==> config.mk <==
export PLATFORM = sky130hd
export DESIGN_NAME = dmv_queue
export DESIGN_NICKNAME = d
export VERILOG_FILES = /design/src/rtl/dmv_pkg.sv /design/src/rtl/dmv_queue.sv
export SDC_FILE = /design/constraint.sdc
export NUM_CORES = 1
export LEC_CHECK = 0
export BUFFER_PORTS_ARGS = -buffer_cell sky130_fd_sc_hd__buf_4
export CORE_MARGIN = 8
export CORE_UTILIZATION = 30
export CTS_CLUSTER_DIAMETER = 200
export DETAILED_ROUTE_END_ITERATION = 6
export PLACE_DENSITY = 0.56
export SYNTH_ARGS = -nofsm -noshare
export SYNTH_HDL_FRONTEND = slang
export SYNTH_SLANG_ARGS = --single-unit
==> constraint.sdc <==
create_clock -name i_clk -period 3.6 [get_ports i_clk]
set_input_delay 0.72 -clock i_clk [delete_from_list [all_inputs] [get_ports i_clk]]
set_output_delay 0.72 -clock i_clk [all_outputs]
set_load 0.01 [all_outputs]
==> src/rtl/dmv_pkg.sv <==
package dmv_pkg;

    localparam int DEF_MAX_SIZE   = 16;
    localparam int DEF_VALUE_BITS = 32;

    localparam int ACTION_W = 2;
    localparam int INDEX_W  = 4;
    localparam int DATA_W   = 32;
    localparam int MODE_W   = 2;
    localparam int SIZE_W   = 5;

    localparam int FRAC_BITS   = 16;
    localparam int QUEUE_DEPTH = 4;

    localparam logic [SIZE_W-1:0] SIZE_RESET = 5'd16;

    localparam logic [ACTION_W-1:0] ACT_MAT = 2'd0;
    localparam logic [ACTION_W-1:0] ACT_VEC = 2'd1;
    localparam logic [ACTION_W-1:0] ACT_RUN = 2'd2;

    localparam logic [MODE_W-1:0] MODE_SET   = 2'd0;
    localparam logic [MODE_W-1:0] MODE_ACC   = 2'd1;
    localparam logic [MODE_W-1:0] MODE_ACC_T = 2'd2;
    localparam logic [MODE_W-1:0] MODE_NONE  = 2'd3;

    typedef enum logic [1:0] {
        CMD_MAT,
        CMD_VEC,
        CMD_RUN
    } t_cmd_kind;

    typedef struct packed {
        t_cmd_kind           kind;
        logic [INDEX_W-1:0]  row;
        logic [INDEX_W-1:0]  col;
        logic [DATA_W-1:0]   value;
        logic [DATA_W-1:0]   addend;
        logic [MODE_W-1:0]   mode;
        logic [SIZE_W-1:0]   size;
    } t_cmd;

    typedef enum logic [1:0] {
        BK_IDLE,
        BK_MAC,
        BK_ROUND,
        BK_EMIT
    } t_back_state;

endpackage

==> src/rtl/dmv_queue.sv <==
module dmv_queue (
    input  logic          i_clk,
    input  logic          i_rst_n,
    input  logic          i_push,
    input  dmv_pkg::t_cmd i_cmd,
    output logic          o_full,
    input  logic          i_pop,
    output dmv_pkg::t_cmd o_cmd,
    output logic          o_empty
);
    import dmv_pkg::*;

    localparam int PTR_W = $clog2(QUEUE_DEPTH);

    t_cmd             r_slot [QUEUE_DEPTH];
    logic [PTR_W-1:0] r_wr_ptr;
    logic [PTR_W-1:0] r_rd_ptr;
    logic [PTR_W:0]   r_count;
    logic             w_push;
    logic             w_pop;

    assign o_full  = (r_count == (PTR_W+1)'(QUEUE_DEPTH));
    assign o_empty = (r_count == '0);
    assign w_push  = i_push && !o_full;
    assign w_pop   = i_pop && !o_empty;
    assign o_cmd   = r_slot[r_rd_ptr];

    always_ff @(posedge i_clk) begin
        if (!i_rst_n) begin
            r_wr_ptr <= '0;
            r_rd_ptr <= '0;
            r_count  <= '0;
        end else begin
            if (w_push) begin
                r_wr_ptr <= r_wr_ptr + 1'b1;
            end
            if (w_pop) begin
                r_rd_ptr <= r_rd_ptr + 1'b1;
            end
            if (w_push && !w_pop) begin
                r_count <= r_count + 1'b1;
            end else if (w_pop && !w_push) begin
                r_count <= r_count - 1'b1;
            end
        end
    end

    always_ff @(posedge i_clk) begin
        if (w_push) begin
            r_slot[r_wr_ptr] <= i_cmd;
        end
    end

endmodule

[After elaboration in Yosys (flattened, before gate mapping)]
Memory sizes are Yosys's and may differ from the RTL's. A register that Yosys moved wholly into a read port is not among the register bits.
Cells that the tools add are included.
Cells by class
  reductions and logical operators: 10
  muxes and demuxes: 6
  eq/ne operators: 1
  add/subtract/negate cells: 4
Operators with widths (count)
  2-to-1 mux 3 bit: 2
  adder 2 x 1 -> 2 bit, second input constant: 2
  logical AND 1 bit: 4
  zero test 1 bit: 4
  2-to-1 mux 2 bit: 2
  adder 3 x 1 -> 3 bit, second input constant: 1
  equality test 3 bit, second input constant: 1
  zero test 3 bit: 1
  subtractor 3 x 1 -> 3 bit, second input constant: 1
  2-to-1 mux 1 bit: 2
  nonzero test 2 bit: 1
Word-level totals
  memory bits (writable): 324
  logic and storage cells: 25
  input bits: 85
  memories kept: 1
  register bits after elaboration: 7
  output and inout port bits: 83
Memory list
  r_slot: words 4, width 81, rd ports 1, clocked after Yosys merged registers in 1, write ports 1, RTL line dmv_queue.sv:15  | t_cmd r_slot [QUEUE_DEPTH];

[Logic depth before layout (Yosys ltp)]
  depth after elaboration: 7
  mapped depth: 9
  gate-level depth less buffers: 8

[Worst setup path after synthesis]
OpenSTA, ideal clock, no wires.
  path kind: input to register
  start: input port i_push
  end: memory r_slot[0][0] (netlist name) (enable)
  stages: 3
  path slack: 0.255 ns
  buffers on the path: 1
  arrival: 2.897 ns
  required time: 3.152 ns
  library setup time: 0.448 ns
  cells stage by stage: nor2b_1 > buf_2 > and2_1
Between the ends
  word-level cells in the longest chain between the ends: 3
Ends and longest elaborated chain
  start, declared: RTL line dmv_queue.sv:4  | input logic i_push,
  logical AND 1 bit: RTL line dmv_queue.sv:24  | assign w_push = i_push && !o_full;
  net w_push: RTL line dmv_queue.sv:19  | logic w_push;
  2-to-1 mux 1 bit: RTL line dmv_queue.sv:49  | if (w_push) begin
  2-to-1 mux 1 bit (not written as such): RTL line dmv_queue.sv:50  | r_slot[r_wr_ptr] <= i_cmd;
  end, declared: RTL line dmv_queue.sv:15
The timed path passes the listed nets, and every way through them passes these cells.

==> impl_results.md <==
- Post-Place Cells: approximately 1200
- Sequential element share of the synthesized area: between 80% and 90%
- Die W: approximately 220 um
- # IOs: 168
- Cell area after synthesis: 0.0123 mm^2
- FF-to-FF setup slack: between 1000 and 1500 ps
- Final Worst Setup Slack: between 700 and 800 ps
- Final Cycle Share: between 80% and 90%
- CTS tree: yes
- Ranking of synthesized cells by area: edfxtp_1 (79%), mux4_2 (15%), dfxtp_1 (1.5%), buf_12 (1.3%), ha_1 (0.51%)
- Clock Latency Late Sink: between 500 and 600 ps
- Rel. slew slack: between 50% and 60%
- Hold Path Class: input pin to flip-flop
- Sequential power share: around 43%
- Switching Share: 25.6%
- Post-CTS setup buffer count: 0
- PD cells: approximately 730 mW/mm^2
- Filler instances: roughly 3700
- Remaining Overflow, GRT: 0
- Iteration-0 DRC Markers: 256
- Endpoints failing setup: 0
- Synth top area share: between 70% and 80%
- Area of the multi-input gates: roughly 0.0021 mm^2
- Vias: roughly 5500
- Yosys warning total: 0
- Fin Setup TNS: 0 ps
- Antenna Violating Nets Remaining: 0
- Placer Congestion: ~0.66
- Hold Path Stages: 1
- # clock sinks: ~330
- Routed WL per cell: around 21 um
- Post-synthesis register bit count: 333
- Sequential cell area: around 0.0099 mm^2
- Worst path required time: 2880 ps
- Share of cells above drive strength 1: ~46%
- Peak Freq: roughly 350 MHz
- Initial antenna violation count: 1
- Largest net degree at the start of global routing: between 80 and 90
- Worst Setup End Kind: primary output
- Final Non-Filler Cells: roughly 1200
- Pre-antenna DRT Iters: 4
- Root Buffer: clkbuf_16
- Row count: 74
- All-Layer GR Usage: a little over a tenth
- Internal Pwr Total: 0.00837 W
- First-pass GRT wire length: approximately 38000 um
- Area leader, netlist: edfxtp_1
- CTS Buffer Depth: 3
- Unrepaired setup endpoints after global routing: no
- Minimum clock period: between 2000 and 3000 ps
- Clock-pin slew on the worst setup and hold paths: about 60 ps
- Vias in the first global route: around 6000
- Peak supply drop: between 0.3 and 0.4 mV
- Hold_ws: between 300 and 400 ps
- R2r endpoint: r_count[2]
- Core Util, Final: ~38%
- DRT Wirelength: roughly 25000 um
- Critical path class: flip-flop to primary output
- Height of the die: about 220 um
- Initial Util: 30.2%
- Worst slew pin tran: between 600 and 700 ps
- Ant diodes: 0
- Hold Path End: r_slot[2][56]
- Final Max Slew Viols: 0
- Avg Cell Area, Syn: 26.0 um^2
- Setup crit start kind: flip-flop
- Layout Area Growth over Synthesis: 25.3%
- Post-Synthesis Cells: 471
- Arrival time worst endpoint: 2160 ps
- Worst slack, placed: 905 ps
- Reg2Reg Launch Point: r_count[0]
- Syn Nets: between 500 and 600
- H-tree lvl count: 2
- Core Area: approximately 0.041 mm^2
- Vias/cell: roughly 4.5
- Outcome: finished clean
- Max-capacitance violation count: 0
- Combinational share of power: a little under a quarter
- Cts repair resizes: 0
- # DRC: 0
- Net Switching: about 0.0029 W
- Endpoints failing hold: 0
- HP Start: i_cmd[56]
- Worst R2R Path Depth: 8
- Final #Nets: approximately 760
- Crit Path Max Fanout: 36
- Number of distinct library cells after synthesis: 23
- Post-CTS Hold Fix Bufs: 0
- Power share of the clock group: 33.1%
- PortBufs: 167
- Die ar.: approximately 0.048 mm^2
- Cts bufs inserted: 37
- Layout Skew: around 16 ps
- Pleak: roughly 5.1 nW
## cell usage in the layout, fill, tap and decap left out
master	Yosys	final
clkbuf_16	0	39
or3_1	1	1
ha_1	5	5
mux2i_1	3	3
a21boi_0	1	1
nor2b_1	2	2
dfxtp_1	9	7
clkbuf_1	2	4
inv_1	3	3
and2_1	8	4
inv_6	0	1
bufinv_16	0	4
clkinvlp_4	0	4
nor3_1	1	1
and2_4	0	4
xor2_1	1	1
fa_1	1	1
buf_4	0	168
o21ai_0	1	1
mux4_2	81	81
nor3b_2	1	1
dfxtp_4	0	2
clkinv_2	0	6
buf_12	8	8
xnor2_1	3	3
clkinv_1	0	9
nand2_1	4	4
o31ai_2	1	1
edfxtp_1	324	324
o311ai_1	1	1
## worst max-delay path, stage by stage (launching register included)
cell and delay, ps:
dfxtp_4 730, buf_12 330, mux4_2 370, buf_4 160
## state kept, by name, indices dropped and copies added (netlist names), named ones only
signal / count
r_slot: 324
r_rd_ptr: 2
r_count: 3
r_wr_ptr: 2
## power groups by stage
stage | Combinational [W] | Clock (W) | Sequential, W
CTS | 0.00278 | 0.00386 | 0.00486
global placement | 0.00276 | 0 | 0.00492
finish | 0.00267 | 0.00373 | 0.00485
detailed placement | 0.00277 | 0 | 0.00494
global route | 0.00289 | 0.00400 | 0.00489
floorplan | 0.00171 | 0 | 0.00489
## kinds of logic after synthesis
logic type | after synthesis | share of synthesized area, %
flops | 333 | 80.9
mux | 84 | 15.1
buf+inv | 23 | 1.92
simple gates | 17 | 0.827
fa+ha+maj | 6 | 0.674
compound gates | 4 | 0.276
xor+xnor | 4 | 0.286
## routing by layer
| metal | routed length (um) | global-route usage [%] |
|---|---|---|
| met1 | 10900 | 13.1 |
| met2 | 12200 | 17.1 |
| met3 | 1630 | 3.83 |
| met4 | 465 | 2.84 |
| met5 | 9 | 0 |
## synthesized netlist by cell type, drive strengths merged
master and n:
edfxtp 324, mux4 81, buf 18, dfxtp 9, and2 8, ha 5
nand2 4, inv 3, mux2i 3, xnor2 3, clkbuf 2, nor2b 2
a21boi 1, fa 1, nor3 1, nor3b 1, o21ai 1, o311ai 1
o31ai 1, or3 1, xor2 1
## how the worst max path moves through the flow
stage / startpoint / end / slack, ps
floorplan: i_push / r_slot[0][0] / 250
global placement: i_push / r_count[2] / 930
detailed placement: i_push / r_count[2] / 910
CTS: flip-flop / o_cmd[50] / 610
global route: flip-flop / o_cmd[6] / 590
finish: flip-flop / o_cmd[6] / 720
## through the flow
stage	instance area (um^2)	power [W]
2_1_floorplan	12300	0.00659
3_3_place_gp	14100	0.00769
3_5_place_dp	14100	0.00771
4_1_cts	15300	0.0115
5_1_grt	15300	0.0118
6_report	15300	0.0112
## cell type report
| type | instances | share of cell area [%] |
|---|---|---|
| inverters | 3 | 0.0734 |
| well taps | 532 | 4.34 |
| multi-input cells | 115 | 13.8 |
| clock inverters | 24 | 1.45 |
| repair buffers | 176 | 9.26 |
| clock buffers | 43 | 6.46 |
| flip-flops and latches | 333 | 64.6 |
Note: power is estimated with default switching activity, not from simulation.
