**src/rtl/dmv_pkg.sv**
```systemverilog
package dmv_pkg;

    localparam int DEF_MAX_SIZE   = 16;
    localparam int DEF_VALUE_BITS = 32;

    localparam int ACTION_W = 2;
    localparam int INDEX_W  = 4;
    localparam int DATA_W   = 32;
    localparam int MODE_W   = 2;
    localparam int SIZE_W   = 5;

    localparam int FRAC_BITS   = 16;
    localparam int QUEUE_DEPTH = 4;

    localparam logic [SIZE_W-1:0] SIZE_RESET = 5'd16;

    localparam logic [ACTION_W-1:0] ACT_MAT = 2'd0;
    localparam logic [ACTION_W-1:0] ACT_VEC = 2'd1;
    localparam logic [ACTION_W-1:0] ACT_RUN = 2'd2;

    localparam logic [MODE_W-1:0] MODE_SET   = 2'd0;
    localparam logic [MODE_W-1:0] MODE_ACC   = 2'd1;
    localparam logic [MODE_W-1:0] MODE_ACC_T = 2'd2;
    localparam logic [MODE_W-1:0] MODE_NONE  = 2'd3;

    typedef enum logic [1:0] {
        CMD_MAT,
        CMD_VEC,
        CMD_RUN
    } t_cmd_kind;

    typedef struct packed {
        t_cmd_kind           kind;
        logic [INDEX_W-1:0]  row;
        logic [INDEX_W-1:0]  col;
        logic [DATA_W-1:0]   value;
        logic [DATA_W-1:0]   addend;
        logic [MODE_W-1:0]   mode;
        logic [SIZE_W-1:0]   size;
    } t_cmd;

    typedef enum logic [1:0] {
        BK_IDLE,
        BK_MAC,
        BK_ROUND,
        BK_EMIT
    } t_back_state;

endpackage

```
**src/rtl/dmv_front.sv**
```systemverilog
module dmv_front #(
    parameter int MAX_SIZE = 16
) (
    input  logic                       i_clk,
    input  logic                       i_rst_n,
    input  logic                       i_cfg_wr_en,
    input  logic [dmv_pkg::SIZE_W-1:0] i_cfg_wr_data,
    input  logic                       i_in_valid,
    output logic                       o_in_stall,
    input  logic [dmv_pkg::ACTION_W-1:0] i_action,
    input  logic [dmv_pkg::INDEX_W-1:0]  i_row,
    input  logic [dmv_pkg::INDEX_W-1:0]  i_col,
    input  logic [dmv_pkg::DATA_W-1:0]   i_value,
    input  logic [dmv_pkg::DATA_W-1:0]   i_addend,
    input  logic [dmv_pkg::MODE_W-1:0]   i_op_mode,
    input  logic                       i_q_full,
    output logic                       o_push,
    output dmv_pkg::t_cmd              o_cmd
);
    import dmv_pkg::*;

    localparam int LIM = (MAX_SIZE < 16) ? MAX_SIZE : 16;
    localparam logic [SIZE_W-1:0] LIM_S = SIZE_W'(LIM);

    logic [SIZE_W-1:0] r_size;
    logic [SIZE_W-1:0] w_n;
    logic              w_keep;
    logic              w_row_ok;
    logic              w_col_ok;

    always_ff @(posedge i_clk) begin
        if (!i_rst_n) begin
            r_size <= SIZE_RESET;
        end else if (i_cfg_wr_en) begin
            r_size <= i_cfg_wr_data;
        end
    end

    assign w_row_ok = SIZE_W'(i_row) < LIM_S;
    assign w_col_ok = SIZE_W'(i_col) < LIM_S;

    always_comb begin
        if (r_size == '0) begin
            w_n = SIZE_W'(1);
        end else if (r_size > LIM_S) begin
            w_n = LIM_S;
        end else begin
            w_n = r_size;
        end
    end

    always_comb begin
        o_cmd.row    = i_row;
        o_cmd.col    = i_col;
        o_cmd.value  = i_value;
        o_cmd.addend = i_addend;
        o_cmd.mode   = i_op_mode;
        o_cmd.size   = w_n;
        case (i_action)
            ACT_MAT: begin
                o_cmd.kind = CMD_MAT;
                w_keep     = w_row_ok && w_col_ok;
            end
            ACT_VEC: begin
                o_cmd.kind = CMD_VEC;
                w_keep     = w_row_ok;
            end
            ACT_RUN: begin
                o_cmd.kind = CMD_RUN;
                w_keep     = (i_op_mode != MODE_NONE);
            end
            default: begin
                o_cmd.kind = CMD_RUN;
                w_keep     = 1'b0;
            end
        endcase
    end

    assign o_in_stall = i_q_full;
    assign o_push     = i_in_valid && !i_q_full && w_keep;

endmodule

```
**config.mk**
```make
export PLATFORM = sky130hd
export DESIGN_NAME = dmv_front
export DESIGN_NICKNAME = d
export VERILOG_FILES = /design/src/rtl/dmv_pkg.sv /design/src/rtl/dmv_front.sv
export SDC_FILE = /design/constraint.sdc
export NUM_CORES = 1
export LEC_CHECK = 0
export BUFFER_PORTS_ARGS = -buffer_cell sky130_fd_sc_hd__buf_4
export CORE_MARGIN = 5
export CORE_UTILIZATION = 26
export CTS_CLUSTER_SIZE = 28
export DETAILED_ROUTE_END_ITERATION = 7
export PLACE_DENSITY = 0.86
export SETUP_SLACK_MARGIN = 0.2
export SYNTH_ARGS = -nofsm -noshare
export SYNTH_HDL_FRONTEND = slang
export SYNTH_SLANG_ARGS = --single-unit
export TNS_END_PERCENT = 50
```
**constraint.sdc**
```tcl
create_clock -name i_clk -period 1.8 [get_ports i_clk]
set_input_delay 0.09 -clock i_clk [delete_from_list [all_inputs] [get_ports i_clk]]
set_output_delay 0.09 -clock i_clk [all_outputs]
set_load 0.02 [all_outputs]
```
Word-level counts from Yosys, hierarchy flattened
Cells that the tools add are included.
Word-level totals
  output and inout bits: 83
  input port bits: 86
  flip-flop bits (word level): 5
  logic and storage cells: 15
Operators by class
  muxes and demuxes: 4
  eq/ne operators: 3
  magnitude comparators: 1
  reductions and logical operators: 6
Operators with widths (count)
  5-bit two-way mux: 2
  5-bit greater-than comparator, second input constant: 1
  5-bit zero test: 1
  2-bit one-hot mux with 2 select lines: 1
  2-bit by 1-bit == test with 1-bit output, second input constant: 1
  2-bit == test, second input constant: 1
  1-bit logical AND: 2
  2-bit zero test: 1
  2-bit != test, second input constant: 1
  1-bit one-hot mux with 2 select lines: 1
  2-bit OR reduction: 1
  1-bit zero test: 1

Depth between registers and ports, before layout
Gate-level depths: netlist of run 1.
  word-level depth: 4
  mapped depth: 3

Least setup slack after synthesis of run 1
OpenSTA, ideal clock, no wires.
  path kind: reg2out
  start point: register r_size[3]
  end point: output port o_cmd[0] (netlist name)
  arrival: 1.023 ns
  buffers on the path: 0
  setup slack: 0.687 ns
  cell stages (with the launch flop): 3
  data required time: 1.710 ns
  path through: dfxtp_1 > or3_1 > a21oi_1
RTL lines
  from (decl): RTL line dmv_front.sv:25  | logic [SIZE_W-1:0] r_size;
  from (signal assigned): RTL line dmv_front.sv:35  | r_size <= i_cfg_wr_data;
  to (decl): RTL line dmv_front.sv:18  | output dmv_pkg::t_cmd o_cmd

==> results.toml, run 1 <==
[run_status]
status = "finished clean"

[timing]
setup_ws_ps = 486
rsz0062_at_grt = "no"
worst_slew_pin_slew_ps = 154
max_freq_ghz = 0.761
finalHoldViolCount = 0
post-route-period-util_pct = 73.0
slew_violations = 0
period_needed_ps = 1310
slew_headroom_pct = 89.5
setup_tns_ps = 0
setup_viol = 0
fin_skew_ps = 0

[floorplan]
floorplan.initialDensity_pct = 26.9
die-area_um2 = 4350
die_w_um = 65.9
core-area_um2 = 3030
die_y_um = 65.9
row_count = 20
ios = 169

[global_route]
grt_max_degree = 7
grtUsageTotal_pct = 6.83
grt_pass1_wl_um = 2120
antenna_found_initial = 0
grt_overflow = 0
grt_pass1_vias = 402

[place]
io_buffer_count = 24
routabilityCongestion = 0.613
place_ws_ps = 742

[clock_network]
cts_buffers = 3
htreeDepth = 1
cts_hold_buf = 0
clock_tree.buffer_depth = 2
clk_pin_slew_ps = 40
tritoncts = "done"
cts_resized = 0
cts-root-buf = "clkbuf_4"
cts_sinks = 5
postCtsSetupBuffers = 0
insertion_delay_ps = 240

[worst_setup_path]
cp-end-kind = "output port"
path_max_fanout = 3
reg2reg_depth = 2
rr_startpoint = "r_size[4]"
slowest_stage = "or3_1"
r2r_setup_slack_ps = 1110
critical_path_class = "reg -> out"
worstReg2RegEnd = "r_size[4]"
setup.worst_path.start_class = "register"
critPathArrivalTime_ps = 1220
endpoint = "o_cmd[0]"
crit_start = "r_size[3]"
cp.required_ps = 1710
worstPathCellList = "or3_1 -> a21oi_1 -> buf_4"
cpPeakStageDelay_ps = 370

[logic_synthesis]
syn_area_um2 = 813
syn_area_per_cell_um2 = 7.90
synth_nets = 189
synth_seq_cells = 5
synth_seq_area_share_pct = 12.3
yosys_warnings = 0
syn_inst = 103
synth.distinct_cells = 12

[power_and_ir_drop]
power_density_nw_per_um2 = 652
peakVddDrop_mv = 0.297
leakage_nw = 0.235

[flow_run]
max_cap_viol_count = 0

[cells_and_area]
largest_registers = "r_size x5"
fillers = 354
registers.top_by_ff_count = "r_size"
largest_reg_flops = 5
final_cell_mix = "buf_4 (24), nor2b_1 (8), mux2i_1 (5), dfxtp_1 (5), clkbuf_4 (3)"
diodes = 0
final_common_cell = "buf_4"
nets = 140
drive_above_1_share_pct = 50.9
areaGrowthSynthToFinish_pct = -38.6

[route]
vias = 375
routed_wl_um = 1700
routedWlPerCell_um = 17.5
viasPerCell = 3.87
final_antenna_net_count = 0
drc = 0
drtPass1Iterations = 3
dr.first_iter.drc_count = 14

[min_path]
hold_path_depth = 2
min_path_type = "in -> reg"
per-stage QoR:
step	hold slack (ps)	instances	total power, mW	utilization (%)	instance area (um2)
after floorplan	152	103	0.399	-	813
after global placement	180	93	0.203	15.6	473
after detailed placement	180	93	0.204	15.6	473
after CTS	31.0	97	0.334	16.5	499
after global routing	38.2	97	0.343	16.5	499
final	38.6	97	0.325	16.5	499
where the power goes:
group          internal (mW)  switching (mW)  total (mW)  leakage [nW]
combinational         0.0438          0.0339      0.0778         0.179
clock                 0.0835          0.0414       0.125        0.0150
sequential             0.118         0.00478       0.123        0.0413
total                  0.245          0.0801       0.325         0.235
synth_stat cells:
cell type | n | area (um2)
a21oi_1 | 1 | 5.00
and4b_1 | 1 | 10.0
or3_1 | 1 | 6.26
dfxtp_1 | 5 | 100
buf_4 | 75 | 563
nor2b_1 | 8 | 50.1
nand3_1 | 1 | 5.00
mux2i_1 | 5 | 50.1
nand2_1 | 2 | 7.51
inv_1 | 1 | 3.75
clkbuf_1 | 2 | 7.51
buf_2 | 1 | 5.00
worst min path at each step:
stage,startpoint,end,slack (ps)
final,i_rst_n,r_size[4],40
after global routing,i_rst_n,r_size[4],40
after CTS,i_rst_n,r_size[4],30
after detailed placement,i_addend[20],o_cmd[27],180
after global placement,i_addend[20],o_cmd[27],180
after floorplan,i_rst_n,r_size[4],150
routing by layer:
layer / wire length [um] / track usage, %
met5: 0 / 0
met2: 691 / 8.26
met4: 191 / 11.9
met3: 484 / 7.48
met1: 332 / 3.75
cells by family (layout without fill, tap and decap cells):
kind of cell	count (synthesis)	count (layout)	share of synthesized area (%)
buffers and inverters	79	29	71.2
flip-flops	5	5	12.3
AND/OR/NAND/NOR	13	13	9.69
multiplexers	5	5	6.15
AO/OA/AOI/OAI	1	1	0.615
worst max-delay path, delay by kind of cell, from the launching register on:
family                 cells  cell delay [ps]
and+or+nand+nor            1              370
DFF                        1              310
buffers and inverters      1              160
AOI/OAI and AO/OA          1              150
cell type report:
class | instances | area (um2) | share of cell area [%]
inverters | 1 | 3.75 | 0.752
flip-flops and latches | 5 | 100 | 20.1
well taps | 44 | 55.1 | 11.0
repair buffers | 24 | 180 | 36.1
clock buffers | 4 | 26.3 | 5.26
multi-input cells | 19 | 134 | 26.8
Note: power is estimated with default switching activity, not from simulation.
==> run 2: changes to the inputs <==
--- a/config.mk
+++ b/config.mk
@@ -7,10 +7,10 @@
 export LEC_CHECK = 0
 export BUFFER_PORTS_ARGS = -buffer_cell sky130_fd_sc_hd__buf_4
 export CORE_MARGIN = 5
-export CORE_UTILIZATION = 26
+export CORE_UTILIZATION = 22
 export CTS_CLUSTER_SIZE = 28
 export DETAILED_ROUTE_END_ITERATION = 7
-export PLACE_DENSITY = 0.86
+export PLACE_DENSITY = 0.77
 export SETUP_SLACK_MARGIN = 0.2
 export SYNTH_ARGS = -nofsm -noshare
 export SYNTH_HDL_FRONTEND = slang
==> constraint.sdc (replaced) <==
create_clock -name i_clk -period 1.1 [get_ports i_clk]
set_input_delay 0.055 -clock i_clk [delete_from_list [all_inputs] [get_ports i_clk]]
set_output_delay 0.055 -clock i_clk [all_outputs]
set_load 0.02 [all_outputs]
==> results.toml, run 2 (same netlist as run 1, synthesis figures left out) <==
[timing]
finalHoldViolCount = 0
rsz0062_at_grt = "yes"
max_freq_ghz = 0.811
setup_viol = 1
slew_headroom_pct = 89.3
slew_violations = 0
period_needed_ps = 1230
fin_skew_ps = 0
worst_slew_pin_slew_ps = 156
setup_tns_ps = -134
fin_hold_ws_ps = 15.9
setup_ws_ps = -134
post-route-period-util_pct = 112

[global_route]
grt_pass1_vias = 417
grt_use_met2_pct = 7.11
use_met3_pct = 3.27
grt.busiest_layer = "met4"
grt_max_degree = 7
grt_use_met1_pct = 3.22
grt_pass1_wl_um = 2050
grt_overflow = 0
grtUsageTotal_pct = 5.30
antenna_found_initial = 0

[run_status]
status = "finished, violations left"
violations = "setup timing"

[clock_network]
cts-root-buf = "clkbuf_8"
cts_hold_buf = 0
tritoncts = "done"
clock_tree.buffer_depth = 2
insertion_delay_ps = 220
htreeDepth = 1
cts_resized = 11
clk_pin_slew_ps = 30
postCtsSetupBuffers = 0
cts_sinks = 5
cts_buffers = 3

[cells_and_area]
final_area_um2 = 573
fillers = 428
final_cell_mix = "buf_4 (21), nor2b_1 (6), mux2i_1 (5)"
largest_reg_flops = 5
largest_registers = "r_size x5"
drive_above_1_share_pct = 66.0
registers.top_by_ff_count = "r_size"
nets = 140
final_common_cell = "buf_4"
areaGrowthSynthToFinish_pct = -29.5
diodes = 0
final_util_pct = 15.8

[worst_setup_path]
cp-end-kind = "output port"
cp.required_ps = 1040
setup.worst_path.start_class = "register"
slowest_stage = "or3_4"
critical_path_class = "reg -> out"
reg2reg_depth = 2
rr_startpoint = "r_size[4]"
cpPeakStageDelay_ps = 390
path_max_fanout = 3
critPathArrivalTime_ps = 1180
r2r_setup_slack_ps = 410
worstPathCellList = "or3_4 -> a21oi_4 -> buf_6"
worstReg2RegEnd = "r_size[4]"

[floorplan]
core-area_um2 = 3630
die_w_um = 70.8
row_count = 22
ios = 169
floorplan.initialDensity_pct = 22.4
die_y_um = 70.8
die-area_um2 = 5010

[route]
routedWlPerCell_um = 14.5
drtPass1Iterations = 4
routed_wl_um = 1460
vias = 399
viasPerCell = 3.95
dr.first_iter.drc_count = 9
drc = 0
final_antenna_net_count = 0

[min_path]
hold_path_depth = 2
hold_start = "i_rst_n"
min_to = "r_size[4]"
min_path_type = "in -> reg"

[place]
io_buffer_count = 24
dpl-instance-area_um2 = 494
place_ws_ps = 81.6
routabilityCongestion = 0.689

[flow_run]
max_cap_viol_count = 0

[power_and_ir_drop]
power_density_nw_per_um2 = 1190
leakage_nw = 0.250
peakVddDrop_mv = 0.579
-- run 2: cell counts in the layout (fill, tap and decap cells not counted) --
No cell type changed its count.
-- run 2: metal layers --
metal / wire [um] / part of all wire (%)
met2: 626 / 43
met1: 332 / 23
met4: 198 / 14
met3: 305 / 21
met5: 0 / 0
-- run 2: metrics by stage --
step	power, mW	instances
final	0.683	101
after global routing	0.714	101
after CTS	0.696	101
after detailed placement	0.345	97
after global placement	0.343	97
after floorplan	0.663	103
-- run 2: worst max path at each step --
stage,startpoint,slack [ps],cells past startpoint,endpoint
after CTS,r_size[3],-150,3,o_cmd[0]
after detailed placement,r_size[3],80,3,o_cmd[0]
after global placement,r_size[3],90,3,o_cmd[0]
final,r_size[3],-130,3,o_cmd[0]
after floorplan,r_size[3],170,2,o_cmd[0]
after global routing,r_size[3],-160,3,o_cmd[0]
-- run 2: final cells by class --
class                   instances  area (um2)  share of cell area, %
clock buffers                   4        45.0                   7.86
inverters                       1        3.75                  0.655
well taps                      48        60.1                   10.5
flip-flops and latches          5         108                   18.8
multi-input cells              19         165                   28.8
repair buffers                 24         191                   33.4
-- run 2: power by group --
part	switching, mW	internal, mW
clock	0.0860	0.248
combinational	0.0596	0.0820
sequential	0.0128	0.194
-- run 2: worst max-delay path: cells and delay by family, from the launching register on --
family | cells | cell delay, ps
flops | 1 | 320
simple gates | 1 | 390
compound gates | 1 | 130
buf+inv | 1 | 130
